[src/design/tccw_pkg.sv]
// Shared types, constants and helpers for the text console cell writer.
package tccw_pkg;

    localparam int SCREEN_WIDTH  = 80;
    localparam int SCREEN_HEIGHT = 25;
    localparam int CELL_COUNT    = SCREEN_WIDTH * SCREEN_HEIGHT;
    localparam int IDX_W         = $clog2(CELL_COUNT);
    localparam int LAST_IDX      = CELL_COUNT - 1;

    localparam int ROW_W   = 5;
    localparam int COL_W   = 7;
    localparam int CHAR_W  = 8;
    localparam int COLOR_W = 4;
    localparam int ADDR_W  = 11;
    localparam int CELL_W  = 16;
    localparam int PADDR_W = 4;
    localparam int PDATA_W = 32;

    localparam logic [CHAR_W-1:0] CHAR_NL    = 8'd10;
    localparam logic [CHAR_W-1:0] CHAR_BS    = 8'd8;
    localparam logic [CHAR_W-1:0] CHAR_NUL   = 8'd0;
    localparam logic [CHAR_W-1:0] CHAR_SPACE = 8'd32;

    typedef enum logic [2:0] {
        OP_PUTC   = 3'd0,
        OP_PUTAT  = 3'd1,
        OP_DEL    = 3'd2,
        OP_SETPOS = 3'd3,
        OP_CLR    = 3'd4,
        OP_READ   = 3'd5
    } t_opcode;

    typedef enum logic [1:0] {
        CFG_FG        = 2'd0,
        CFG_BG        = 2'd1,
        CFG_CURSOR_EN = 2'd2
    } t_cfg_reg;

    typedef struct packed {
        logic [2:0]         opcode;
        logic [CHAR_W-1:0]  char_code;
        logic [ROW_W-1:0]   target_row;
        logic [COL_W-1:0]   target_col;
        logic [COLOR_W-1:0] cell_bg;
        logic [COLOR_W-1:0] cell_fg;
        logic               insert_mode;
    } t_item;

    typedef struct packed {
        logic [ROW_W-1:0]  cursor_row;
        logic [COL_W-1:0]  cursor_col;
        logic [ADDR_W-1:0] cursor_address;
        logic              cursor_shown;
        logic [CELL_W-1:0] cell_data;
    } t_result;

    typedef struct packed {
        logic [COLOR_W-1:0] bg;
        logic [COLOR_W-1:0] fg;
        logic [CHAR_W-1:0]  ch;
    } t_cell;

    localparam t_cell CELL_RESET = '{bg: 4'd0, fg: 4'd7, ch: CHAR_NUL};

    typedef enum logic [3:0] {
        S_INIT,
        S_IDLE,
        S_ADDR,
        S_EXEC,
        S_INS,
        S_DEL,
        S_DEL_LAST,
        S_CLR,
        S_RD,
        S_CUR,
        S_DONE
    } t_state;

    typedef enum logic [3:0] {
        DP_NOP,
        DP_CAPTURE,
        DP_CALC,
        DP_PUT_AT,
        DP_RD_TGT,
        DP_RD_DATA,
        DP_INS_START,
        DP_INS_STEP,
        DP_DEL_START,
        DP_DEL_STEP,
        DP_DEL_LAST,
        DP_CLR_START,
        DP_CLR_STEP,
        DP_CURSOR,
        DP_RESULT
    } t_dp_op;

    typedef struct packed {
        t_opcode opcode;
        logic    is_nl;
        logic    is_bs;
        logic    tgt_ok;
        logic    cur_at_last;
        logic    ins_end;
        logic    del_end;
        logic    clr_end;
    } t_dp_status;

    function automatic logic [IDX_W-1:0] cell_index(input logic [ROW_W-1:0] row,
                                                    input logic [COL_W-1:0] col);
        logic [IDX_W-1:0] base;
        base = IDX_W'(row) * IDX_W'(SCREEN_WIDTH);
        return base + IDX_W'(col);
    endfunction

endpackage

[src/design/tccw_ctrl.sv]
// Sequencer for the console writer: one command at a time, drives the datapath.
module tccw_ctrl
    import tccw_pkg::*;
(
    input  logic       i_clk,
    input  logic       i_rst_n,
    input  logic       i_start,
    input  t_dp_status i_status,
    output logic       o_busy,
    output t_dp_op     o_op
);

    t_state r_state;
    t_state n_state;

    always_ff @(posedge i_clk) begin
        if (!i_rst_n) begin
            r_state <= S_INIT;
        end else begin
            r_state <= n_state;
        end
    end

    always_comb begin
        n_state = r_state;
        o_op    = DP_NOP;
        o_busy  = 1'b1;
        unique case (r_state)
            S_INIT: begin
                // power-up fill of the screen memory
                o_op = DP_CLR_STEP;
                if (i_status.clr_end) begin
                    n_state = S_IDLE;
                end
            end
            S_IDLE: begin
                o_busy = 1'b0;
                if (i_start) begin
                    o_op    = DP_CAPTURE;
                    n_state = S_ADDR;
                end
            end
            S_ADDR: begin
                o_op    = DP_CALC;
                n_state = S_EXEC;
            end
            S_EXEC: begin
                unique case (i_status.opcode)
                    OP_PUTC: begin
                        if (i_status.is_nl || i_status.is_bs) begin
                            n_state = S_CUR;
                        end else begin
                            o_op    = DP_INS_START;
                            n_state = S_INS;
                        end
                    end
                    OP_PUTAT: begin
                        if (i_status.tgt_ok) begin
                            o_op = DP_PUT_AT;
                        end
                        n_state = S_DONE;
                    end
                    OP_DEL: begin
                        if (i_status.cur_at_last) begin
                            n_state = S_DONE;
                        end else begin
                            o_op    = DP_DEL_START;
                            n_state = S_DEL;
                        end
                    end
                    OP_SETPOS: begin
                        n_state = S_CUR;
                    end
                    OP_CLR: begin
                        o_op    = DP_CLR_START;
                        n_state = S_CLR;
                    end
                    OP_READ: begin
                        if (i_status.tgt_ok) begin
                            o_op    = DP_RD_TGT;
                            n_state = S_RD;
                        end else begin
                            n_state = S_DONE;
                        end
                    end
                    default: begin
                        n_state = S_DONE;
                    end
                endcase
            end
            S_INS: begin
                o_op = DP_INS_STEP;
                if (i_status.ins_end) begin
                    n_state = S_CUR;
                end
            end
            S_DEL: begin
                o_op = DP_DEL_STEP;
                if (i_status.del_end) begin
                    n_state = S_DEL_LAST;
                end
            end
            S_DEL_LAST: begin
                o_op    = DP_DEL_LAST;
                n_state = S_DONE;
            end
            S_CLR: begin
                o_op = DP_CLR_STEP;
                if (i_status.clr_end) begin
                    n_state = S_DONE;
                end
            end
            S_RD: begin
                o_op    = DP_RD_DATA;
                n_state = S_DONE;
            end
            S_CUR: begin
                o_op    = DP_CURSOR;
                n_state = S_DONE;
            end
            S_DONE: begin
                o_op    = DP_RESULT;
                n_state = S_IDLE;
            end
            default: begin
                n_state = S_IDLE;
            end
        endcase
    end

endmodule

[config.mk]
export PLATFORM = sky130hd
export DESIGN_NAME = tccw_ctrl
export DESIGN_NICKNAME = d
export VERILOG_FILES = /design/src/design/tccw_pkg.sv /design/src/design/tccw_ctrl.sv
export SDC_FILE = /design/constraint.sdc
export NUM_CORES = 1
export LEC_CHECK = 0
export ABC_AREA = 1
export BUFFER_PORTS_ARGS = -buffer_cell sky130_fd_sc_hd__buf_2
export CORE_MARGIN = 2
export CORE_UTILIZATION = 35
export DETAILED_ROUTE_END_ITERATION = 10
export HOLD_SLACK_MARGIN = 0.06
export PLACE_DENSITY = 0.56
export RECOVER_POWER = 25
export SLEW_MARGIN = 0
export SYNTH_ARGS = -nofsm -noshare
export SYNTH_HDL_FRONTEND = slang
export SYNTH_SLANG_ARGS = --single-unit
export TNS_END_PERCENT = 1
[constraint.sdc]
create_clock -name i_clk -period 1.7 [get_ports i_clk]
set_clock_uncertainty 0.2 [all_clocks]
set_input_delay 0.34 -clock i_clk [delete_from_list [all_inputs] [get_ports i_clk]]
set_output_delay 0.34 -clock i_clk [all_outputs]
set_load 0.1 [all_outputs]
======== Word level (Yosys, flattened, before mapping) ========
Index checks and enable logic that the tools add are counted.
word-level totals
  bits in registers ....................... 4
  input bits .............................. 13
  output and inout port bits .............. 5
  logic and storage cells ................. 45
cells by class
  equal/unequal tests ..................... 20
  muxes and demuxes ....................... 18
  reduce and logical (&&, ||, !) cells .... 6
operators with widths
  operator                                       count
  one-hot mux 4 bit (10 select lines)            1
  one-hot mux 4 bit (5 select lines)             2
  two-way mux 4 bit                              8
  one-hot mux 4 bit (8 select lines)             1
  == test 4 x 3 -> 1 bit, second input constant  4
  == test 4 bit, second input constant           3
  != test 2 bit, second input constant           5
  == test 4 x 2 -> 1 bit, second input constant  2
  == test 3 x 2 -> 1 bit, second input constant  2
  == test 3 bit, second input constant           2
  two-way mux 3 bit                              2
  AND reduction 5 bit                            1
  == test 4 x 1 -> 1 bit, second input constant  1
  zero test 4 bit                                1
  two-way mux 2 bit                              2
  == test 3 x 1 -> 1 bit, second input constant  1
  zero test 3 bit                                1
  OR reduction 3 bit                             1
  two-way mux 1 bit                              2
  OR reduction 2 bit                             1
  logical OR 1 bit                               1

======== Logic depth before layout (Yosys ltp) ========
Gate-level depths: netlist of run 1.
  word-level depth ........................ 4
  depth in mapped cells ................... 10
  depth with buffers taken out ............ 10

======== Worst setup path after synthesis of run 1 ========
Ideal clock, no wire load.
  kind .................................... register -> output
  start ................................... register r_state[1]
  end ..................................... output o_op[2]
  arrival ................................. 3.097 ns
  data required time ...................... 1.160 ns
  path slack .............................. -1.937 ns
  stages on the path, launching flop included .. 5
  buffers on the path ..................... 0
  path through ............................ dfxtp_1 > nand2_1 > nor2_4 > o21ai_2 > o311ai_1
between the ends
  cells in the longest elaborated chain, start to end .. 3
  elaborated cells between the ends (all ways) .. 13
  classes of those cells .................. 10 x eq/ne; 1 x mux; 2 x reduce/logical
RTL lines
  what                                                       RTL line         text
  from (decl)                                                tccw_ctrl.sv:13  t_state r_state;
  from (signal assigned)                                     tccw_ctrl.sv:20  r_state <= n_state;
  == test 4 x 3 -> 1 bit or zero test 4 bit (tied branches)  tccw_ctrl.sv:28  unique case (r_state)
  OR reduction 2 bit (no source line)                        -
  one-hot mux 4 bit (10 select lines) *                      tccw_ctrl.sv:28
  to (decl)                                                  tccw_ctrl.sv:10  output t_dp_op o_op
Every way passes the cells marked *; elsewhere a longest branch is shown, timed or not.

======== Worst setup path in the final report of run 1 ========
  start ................................... register r_state[1]
  end ..................................... output o_op[3]
The elaborated chain is that of the path after synthesis.

==> run summary, run 1 <==
outcome: complete, but fails checks
violated checks: negative setup slack
Layout Utilization: 72.4%
Final min period: 2.00 ns
EDFF count, synth: 0
Final ANT Viol Nets: 0
Filler Cell Count: 124
Clk pwr share: 6.4%
antenna violations before repair: 0
most common library cells after synthesis: 36 x nand2_1, 16 x nor2_1, 14 x inv_1
DP HPWL: 1430 µm
Synth Warn #: 0
Longest Clk Path Bufs: 2
DP Worst Slack: -0.212 ns
clk slew on worst S/H paths: 0.04 ns
Die Y: 45.0 µm
Iter 0 DRT Violations: 21
power share of the combinational group: 83.7%
Top Registers: r_state (4)
final design area excluding fillers: 0.00112 mm²
routability cong.: 0.876
Net Sw Frac: 56.2%
GR Util All Layers: 19.1%
Seq cells post-synth: 4
met3 usage: 1.20%
syn_nets: 121
final std cells w/o fill: 172
number of remaining DRC errors: 0
Final WS setup: -0.299 ns
max-slew violations: 0
RSZ-0062 raised after global routing: yes
Area growth, synth to finish: 89.4%
r2r endpoint: r_state[1]$_SDFFE_PN0P_
Initial Util: 38.2%
Fmax: 0.500 GHz
crit-path max FO: 6
Port Buffers: 17
Sw Pwr: 1.10 mW
largest area contributor in the synthesized netlist: nand2_1
pin count of the biggest net entering global routing: 7
type of the tightest min-delay check: primary input to flip-flop
Least-Margin Pin Slew: 0.277 ns
grt ovf: 0
Die Span X: 45.0 µm
Slew Limit Headroom: 81.7%
ys async rst share: 0%
Num CTS Buffers: 3
Lkg Pwr: 0.570 nW
Worst Path Required: 1.16 ns
Worst Path Class, Setup: flip-flop to primary output
sequential power share: 9.8%
Inst Count DP: 166
dominant synthesized flop cell: dfxtp_1
count of different cell masters after synthesis: 23
M2 GR Usage: 30.6%
GRT Max-Usage Layer: met2
clock sinks: 4
First-pass DRT Iterations: 4
IO Pins: 18
final WL: 1820 µm
Yosys top cell area share: 22.9%
share of layout cells above drive strength 1: 51.9%
WL per Instance: 10.6 µm
Crit path top cell by count: buf_4
Most flops, register: r_state
floorplan row count: 14
Worst-Skew Late Latency: 0.23 ns
GR Util met1: 27.5%
H-tree Lvls: 1
diodes inserted: 0
pwr dens: 1750 mW/mm²
Total Die Area: 0.00203 mm²
end point of the critical path: o_op[3]
# setup viols final: 5
r2r worst-path depth: 9
Critical Path Source: r_state[1]$_SDFFE_PN0P_
via count of the first global-routing pass: 741
peak supply drop: 1.43 mV
vias: 845
max reg flops: 4
Int Power: 0.856 mW
DR vias/cell: 4.91
Core Box Area: 0.00154 mm²
largest cells by area after synthesis: nand2_1 23%, dfxtp_1 14%, nor2_1 10%
nets: 170
CP arrival: 1.46 ns
CP Launch Type: flip-flop
most numerous cell in the Yosys netlist: nand2_1
CP Capture Type: primary output
sequential area share after synthesis: 13.6%
max-cap violations: 0
slowest stage cell, crit path: dfxtp_4
Post-Synthesis Cells: 108
CP cell instances: nand2_4 -> nor2_4 -> buf_4 -> buf_4 -> nand2_1 -> nand3_2 -> buf_12
first-pass GRT wire length: 2950 µm
FF-to-FF Start: r_state[1]$_SDFFE_PN0P_
Final period util: 118%
cell area after synthesis: 589 µm²
CP max stage delay: 0.39 ns
syn_area_per_cell: 5.46 µm²
root buffer cell: clkbuf_4
hold violation count in the final report: 0
dpl cell area: 978 µm²
CTS tree: done
setup slack, reg-to-reg: 0.10 ns
-- metrics by stage --
| stage | power (mW) | hold WS (ns) | setup TNS [ns] |
|---|---|---|---|
| after floorplan | 1.13 | 0.271 | -3.47 |
| after global placement | 1.66 | 0.293 | -0.634 |
| after detailed placement | 1.66 | 0.289 | -0.706 |
| after CTS | 1.84 | 0.143 | -1.31 |
| after global routing | 2.06 | 0.151 | -1.60 |
| final | 1.95 | 0.150 | -1.24 |
-- cells by family after synthesis --
logic type             synth area share (%)
DFF                                    13.6
and+or+nand+nor                        59.7
buffers and inverters                  9.55
AOI/OAI and AO/OA                      17.2
-- layout make-up --
type / instances / area (µm²) / share of cell area (%)
flip-flops and latches: 4 / 92.6 / 8.30
multi-input cells: 89 / 561 / 50.2
repair buffers: 44 / 355 / 31.8
well taps: 16 / 20.0 / 1.79
clock buffers: 4 / 26.3 / 2.35
inverters: 15 / 61.3 / 5.49
-- cell usage in the layout, fill, tap and decap left out --
master     count
dfxtp_4        3
o311ai_4       1
inv_4          2
nor2_2        10
inv_1         11
o21ai_4        1
o21ai_0        3
clkbuf_1       1
clkbuf_16      1
nand2_4        3
nand3b_1       1
nand2_1       34
nand3_2        1
a211oi_1       1
nor2_1         8
dfxtp_2        1
nand2_2        2
nand3_1        8
buf_12         3
nand3b_4       1
a31oi_4        1
buf_2         12
o21bai_1       1
nand4_1        2
o211ai_1       1
nor2_4         4
o21ai_2        1
inv_2          2
o221ai_4       1
a22oi_1        1
a21oi_1        3
clkbuf_4       3
buf_4         28
-- power groups by stage --
stage | Sequential [mW] | Combinational, mW | Clock (mW)
2_1_floorplan | 0.162 | 0.964 | 0
3_3_place_gp | 0.166 | 1.49 | 0
3_5_place_dp | 0.167 | 1.49 | 0
4_1_cts | 0.171 | 1.53 | 0.134
5_1_grt | 0.195 | 1.73 | 0.140
6_report | 0.192 | 1.64 | 0.126
-- metal layers --
metal	wire, µm	vias up
li1	-	445
met5	0	-
met3	37	0
met2	925	13
met1	860	387
met4	0	0
-- how the worst min path moves through the flow --
| stage | cells after the start | slack [ns] | start | endpoint |
|---|---|---|---|---|
| after floorplan | 2 | 0.27 | r_state[2]$_SDFFE_PN0P_ | r_state[2]$_SDFFE_PN0P_ |
| after global placement | 2 | 0.29 | r_state[2]$_SDFFE_PN0P_ | r_state[2]$_SDFFE_PN0P_ |
| after detailed placement | 2 | 0.29 | r_state[2]$_SDFFE_PN0P_ | r_state[2]$_SDFFE_PN0P_ |
| after CTS | 3 | 0.14 | i_rst_n | r_state[0]$_SDFFE_PN0P_ |
| after global routing | 3 | 0.15 | i_rst_n | r_state[0]$_SDFFE_PN0P_ |
| final | 3 | 0.15 | i_rst_n | r_state[0]$_SDFFE_PN0P_ |
-- critical path, delay by kind of cell, from the launching register on --
| family | cells | cell delay, ns |
|---|---|---|
| buffers and inverters | 3 | 0.43 |
| and+or+nand+nor | 4 | 0.40 |
| DFF | 1 | 0.39 |
-- what timing repair did --
action | CTS | global route
pin swaps | 1 | 4
endpoints found under the setup margin | 5 | 6
gates resized for setup | 5 | 20
setup buffers | 0 | 2
hold buffers | 0 | 0
No activity file was read; power rests on OpenSTA's default activity.
==> run 2: changes to the inputs <==
--- a/config.mk
+++ b/config.mk
@@ -5,14 +5,15 @@
 export SDC_FILE = /design/constraint.sdc
 export NUM_CORES = 1
 export LEC_CHECK = 0
-export ABC_AREA = 1
 export BUFFER_PORTS_ARGS = -buffer_cell sky130_fd_sc_hd__buf_2
 export CORE_MARGIN = 2
 export CORE_UTILIZATION = 35
 export DETAILED_ROUTE_END_ITERATION = 10
 export HOLD_SLACK_MARGIN = 0.06
-export PLACE_DENSITY = 0.56
+export PLACE_DENSITY = 0.57
 export RECOVER_POWER = 25
+export SETUP_SLACK_MARGIN = 0.15
+export SKIP_CTS_REPAIR_TIMING = 1
 export SLEW_MARGIN = 0
 export SYNTH_ARGS = -nofsm -noshare
 export SYNTH_HDL_FRONTEND = slang
==> run summary, run 2 <==
Total Die Area: 0.00195 mm²
syn_nets: 92
max reg flops: 4
Synth Warn #: 0
DR WL met2: 1030 µm
hold_sp: i_rst_n
outcome: complete, but fails checks
r2r endpoint: r_state[0]$_SDFFE_PN0P_
commonest non-fill, non-tap cell in the layout: buf_4
hold violation count in the final report: 0
Reg area: 87.6 µm²
Clk pwr share: 7.4%
largest area contributor in the synthesized netlist: dfxtp_1
CTS tree: done
# setup viols final: 8
WP depth: 6
most frequent cells in the layout: 24 x buf_4, 10 x buf_2, 7 x nand2_1, 6 x buf_6, 5 x buf_12
most common library cells after synthesis: 7 x clkbuf_1, 7 x nand2_1, 5 x a21oi_1
largest cells by area after synthesis: dfxtp_1 14%, clkbuf_1 4.7%, nand2_1 4.7%
final design area excluding fillers: 0.00106 mm²
DP HPWL: 1580 µm
cell area after synthesis: 564 µm²
Worst Path Required: 1.16 ns
H-tree Lvls: 1
Final min period: 2.13 ns
Initial Util: 37.5%
CP arrival: 1.59 ns
Iter 0 DRT Violations: 32
First-pass DRT Iterations: 4
type of the tightest min-delay check: primary input to flip-flop
floorplan row count: 14
GR Util All Layers: 23.1%
clock sinks: 4
Final ANT Viol Nets: 0
routability cong.: 0.829
CP max stage delay: 0.52 ns
violated checks: negative setup slack
highest metal used: met4
Lkg Pwr: 0.457 nW
RSZ-0062 raised after global routing: yes
sequential area share after synthesis: 14.2%
pwr dens: 1540 mW/mm²
grt ovf: 0
Slew Limit Headroom: 78.5%
Sw Pwr: 0.871 mW
slowest stage cell, crit path: or4_4
share of layout cells above drive strength 1: 55.5%
crit-path max FO: 2
Net Sw Frac: 53.1%
Least-Margin Pin Slew: 0.320 ns
Die Y: 44.2 µm
first-pass GRT wire length: 3380 µm
syn_area_per_cell: 7.14 µm²
Area growth, synth to finish: 88.7%
Port Buffers: 17
sequential power share: 10.0%
CP cell instances: buf_6 -> or4_4 -> a21oi_2 -> o21ai_2 -> a31oi_4 -> buf_12
final WL: 2090 µm
Hold Crit Endpoint: r_state[0]$_SDFFE_PN0P_
CP Launch Type: primary input
WL per Instance: 15.5 µm
peak supply drop: 0.716 mV
Longest Clk Path Bufs: 2
Worst Path Class, Setup: primary input to primary output
routed length on met1: 940 µm
multi-input logic area: 526 µm²
Fmax: 0.469 GHz
Crit path max-delay family: simple AND/OR/NAND/NOR gates
Int Power: 0.769 mW
hold depth: 2
nets: 134
hold slack: 0.206 ns
Filler Cell Count: 122
Top Registers: r_state (4)
Yosys top cell area share: 14.2%
Most flops, register: r_state
diodes inserted: 0
Num CTS Buffers: 3
max-slew violations: 0
dpl cell area: 948 µm²
CP Capture Type: primary output
setup slack, reg-to-reg: -0.09 ns
power share of the combinational group: 82.7%
Critical path buffers and inverters: 2
root buffer cell: clkbuf_4
Post-Synthesis Cells: 79
antenna violations before repair: 0
ys async rst share: 0%
Final period util: 125%
clk slew on worst S/H paths: 0.04 ns
Final WS setup: -0.432 ns
vias: 832
TNS Setup: -1.77 ns
EDFF count, synth: 0
IO Pins: 18
max-cap violations: 0
r2r worst-path depth: 4
count of different cell masters after synthesis: 41
number of remaining DRC errors: 0
pin count of the biggest net entering global routing: 12
Seq cells post-synth: 4
FF-to-FF Start: r_state[3]$_SDFFE_PN0P_
met3 wire length: 89 µm
DR vias/cell: 6.16
Core Box Area: 0.00151 mm²
Worst-Skew Late Latency: 0.24 ns
dominant synthesized flop cell: dfxtp_1
Die Span X: 44.2 µm
via count of the first global-routing pass: 783
-- run 2: power groups by stage --
| stage | clock, mW | sequential [mW] | combinational, mW |
|---|---|---|---|
| 2_1_floorplan | 0 | 0.135 | 0.866 |
| 3_3_place_gp | 0 | 0.151 | 1.28 |
| 3_5_place_dp | 0 | 0.153 | 1.29 |
| 4_1_cts | 0.122 | 0.151 | 1.29 |
| 5_1_grt | 0.130 | 0.167 | 1.41 |
| 6_report | 0.121 | 0.164 | 1.36 |
-- run 2: per-layer routing --
| metal | up-vias | global-route usage (%) |
|---|---|---|
| met1 | 406 | 30.3 |
| met4 | 0 | 12.1 |
| met2 | 28 | 36.2 |
| met3 | 5 | 3.67 |
| met5 | - | 0 |
| li1 | 393 | - |
-- run 2: logic make-up (layout without fill, tap and decap cells) --
family | count (synthesis) | after routing | share of synthesized area [%]
muxes | 2 | 2 | 3.77
buffers and inverters | 11 | 51 | 7.54
DFF | 4 | 4 | 14.2
AOI/OAI and AO/OA | 30 | 30 | 39.9
and+or+nand+nor | 31 | 31 | 33.0
xor gates and xnor gates | 1 | 1 | 1.55
-- run 2: worst max path at each step --
stage                start  endpoint  slack, ns
6_report       i_status[5]   o_op[2]      -0.43
5_1_grt        i_status[5]   o_op[2]      -0.50
4_1_cts        i_status[9]   o_op[3]      -0.46
3_5_place_dp   i_status[9]   o_op[3]      -0.45
3_3_place_gp   i_status[9]   o_op[3]      -0.42
2_1_floorplan  i_status[7]   o_op[2]      -0.54
-- run 2: worst reg2reg max path: stages (launching register included) --
cell	delay, ns
dfxtp_2	0.34
or4b_4	0.52
o32a_1	0.21
and2_1	0.17
o221a_1	0.24
-- run 2: cell type report --
type	count	area share [%]
Sequential cell	4	8.23
Clock buffer	3	2.12
Multi-Input combinational cell	64	49.4
Inverter	3	1.06
Tap cell	16	1.88
Timing Repair Buffer	45	37.4
-- run 2: metrics by stage --
step | power, mW | utilization, % | setup slack, ns | cells
floorplan | 1.00 | - | -0.543 | 79
global placement | 1.43 | 63.0 | -0.420 | 131
finish | 1.64 | 70.7 | -0.432 | 135
CTS | 1.56 | 64.5 | -0.460 | 134
global route | 1.71 | 70.7 | -0.498 | 135
detailed placement | 1.44 | 63.0 | -0.455 | 131
==> run 3: changes to the inputs <==
--- a/config.mk
+++ b/config.mk
@@ -6,6 +6,7 @@
 export NUM_CORES = 1
 export LEC_CHECK = 0
 export BUFFER_PORTS_ARGS = -buffer_cell sky130_fd_sc_hd__buf_2
+export CORE_ASPECT_RATIO = 1.2
 export CORE_MARGIN = 2
 export CORE_UTILIZATION = 35
 export DETAILED_ROUTE_END_ITERATION = 10
==> run summary, run 3 (same netlist as run 2, synthesis figures left out) <==
outcome: complete, but fails checks
violated checks: negative setup slack
diodes inserted: 0
clock sinks: 4
IO Pins: 18
CP Capture Type: primary output
CTS tree: done
First-pass DRT Iterations: 4
Longest Clk Path Bufs: 2
Slew Limit Headroom: 80.1%
final design area excluding fillers: 0.00109 mm²
Pwr Total: 1.64 mW
CP max stage delay: 0.52 ns
max reg flops: 4
H-tree Lvls: 1
Final WS setup: -0.452 ns
Initial Util: 38.1%
commonest non-fill, non-tap cell in the layout: buf_4
DP Worst Slack: -0.445 ns
nets: 136
Final min period: 2.15 ns
CP cell instances: buf_6 -> or4_4 -> a21oi_2 -> o21ai_2 -> a31oi_4 -> buf_12
floorplan row count: 15
Worst Path Required: 1.16 ns
crit-path max FO: 2
Final ANT Viol Nets: 0
CP arrival: 1.61 ns
Area growth, synth to finish: 92.5%
routability cong.: 0.841
Worst-Skew Late Latency: 0.23 ns
share of layout cells above drive strength 1: 57.9%
via count of the first global-routing pass: 751
Port Buffers: 17
Most flops, register: r_state
pin count of the biggest net entering global routing: 10
RSZ-0062 raised after global routing: yes
Num CTS Buffers: 3
clk slew on worst S/H paths: 0.04 ns
Critical path buffers and inverters: 2
CP Launch Type: primary input
number of remaining DRC errors: 0
Least-Margin Pin Slew: 0.295 ns
antenna violations before repair: 0
most frequent cells in the layout: 28 x buf_4, 10 x buf_2, 7 x nand2_1, 6 x buf_12
grt ovf: 0
Fmax: 0.465 GHz
Total Die Area: 0.00195 mm²
pwr dens: 1510 mW/mm²
Final period util: 127%
# setup viols final: 7
max-cap violations: 0
hold violation count in the final report: 0
Die Span X: 40.7 µm
root buffer cell: clkbuf_4
Worst Path Class, Setup: primary input to primary output
dpl cell area: 985 µm²
Iter 0 DRT Violations: 4
GR Util All Layers: 21.9%
WL per Instance: 13.1 µm
vias: 770
Crit path max-delay family: simple AND/OR/NAND/NOR gates
max-slew violations: 0
peak supply drop: 0.892 mV
Top Registers: r_state (4)
Core Box Area: 0.00148 mm²
first-pass GRT wire length: 2980 µm
DP HPWL: 1490 µm
DR vias/cell: 5.58
Lkg Pwr: 0.481 nW
type of the tightest min-delay check: primary input to flip-flop
slowest stage cell, crit path: or4_4
Die Y: 48.0 µm
final WL: 1810 µm
Filler Cell Count: 116
-- run 3: layout make-up --
| class | count | area, µm² | share of cell area [%] |
|---|---|---|---|
| clock buffers | 3 | 22.5 | 2.07 |
| inverters | 3 | 11.3 | 1.04 |
| multi-input cells | 64 | 523 | 48.2 |
| flip-flops and latches | 4 | 86.3 | 7.95 |
| well taps | 17 | 21.3 | 1.96 |
| repair buffers | 47 | 422 | 38.8 |
-- run 3: stage by stage --
stage | setup TNS [ns] | hold WS, ns | cells | utilization (%)
6_report | -1.74 | 0.191 | 138 | 73.2
5_1_grt | -2.13 | 0.188 | 138 | 73.2
4_1_cts | -2.42 | 0.196 | 138 | 67.9
3_5_place_dp | -1.80 | 0.448 | 135 | 66.4
3_3_place_gp | -1.82 | 0.442 | 135 | 66.4
2_1_floorplan | -2.83 | 0.282 | 79 | -
-- run 3: per-layer routing --
layer | vias up | routed length (µm) | global-route usage [%] | share of wire, %
li1 | 395 | - | - | -
met1 | 358 | 799 | 26.3 | 44
met2 | 17 | 953 | 40.6 | 53
met3 | 0 | 58 | 5.58 | 3.2
met4 | 0 | 0 | 0 | 0
met5 | - | 0 | 0 | 0
-- run 3: path summary, 6_finish.rpt --
path                           start                       to  slack (ns)  cells past startpoint
min                          i_rst_n  r_state[0]$_SDFFE_PN0P_        0.19                      2
max                      i_status[7]                  o_op[2]       -0.45                      6
max reg2reg  r_state[2]$_SDFFE_PN0P_  r_state[0]$_SDFFE_PN0P_       -0.08                      4
min reg2reg  r_state[1]$_SDFFE_PN0P_  r_state[1]$_SDFFE_PN0P_        0.45                      3
-- run 3: where the power goes --
group / switching (mW) / internal [mW]
logic: 0.772 / 0.595
registers: 0.0370 / 0.125
clock network: 0.0368 / 0.0788
total: 0.846 / 0.799
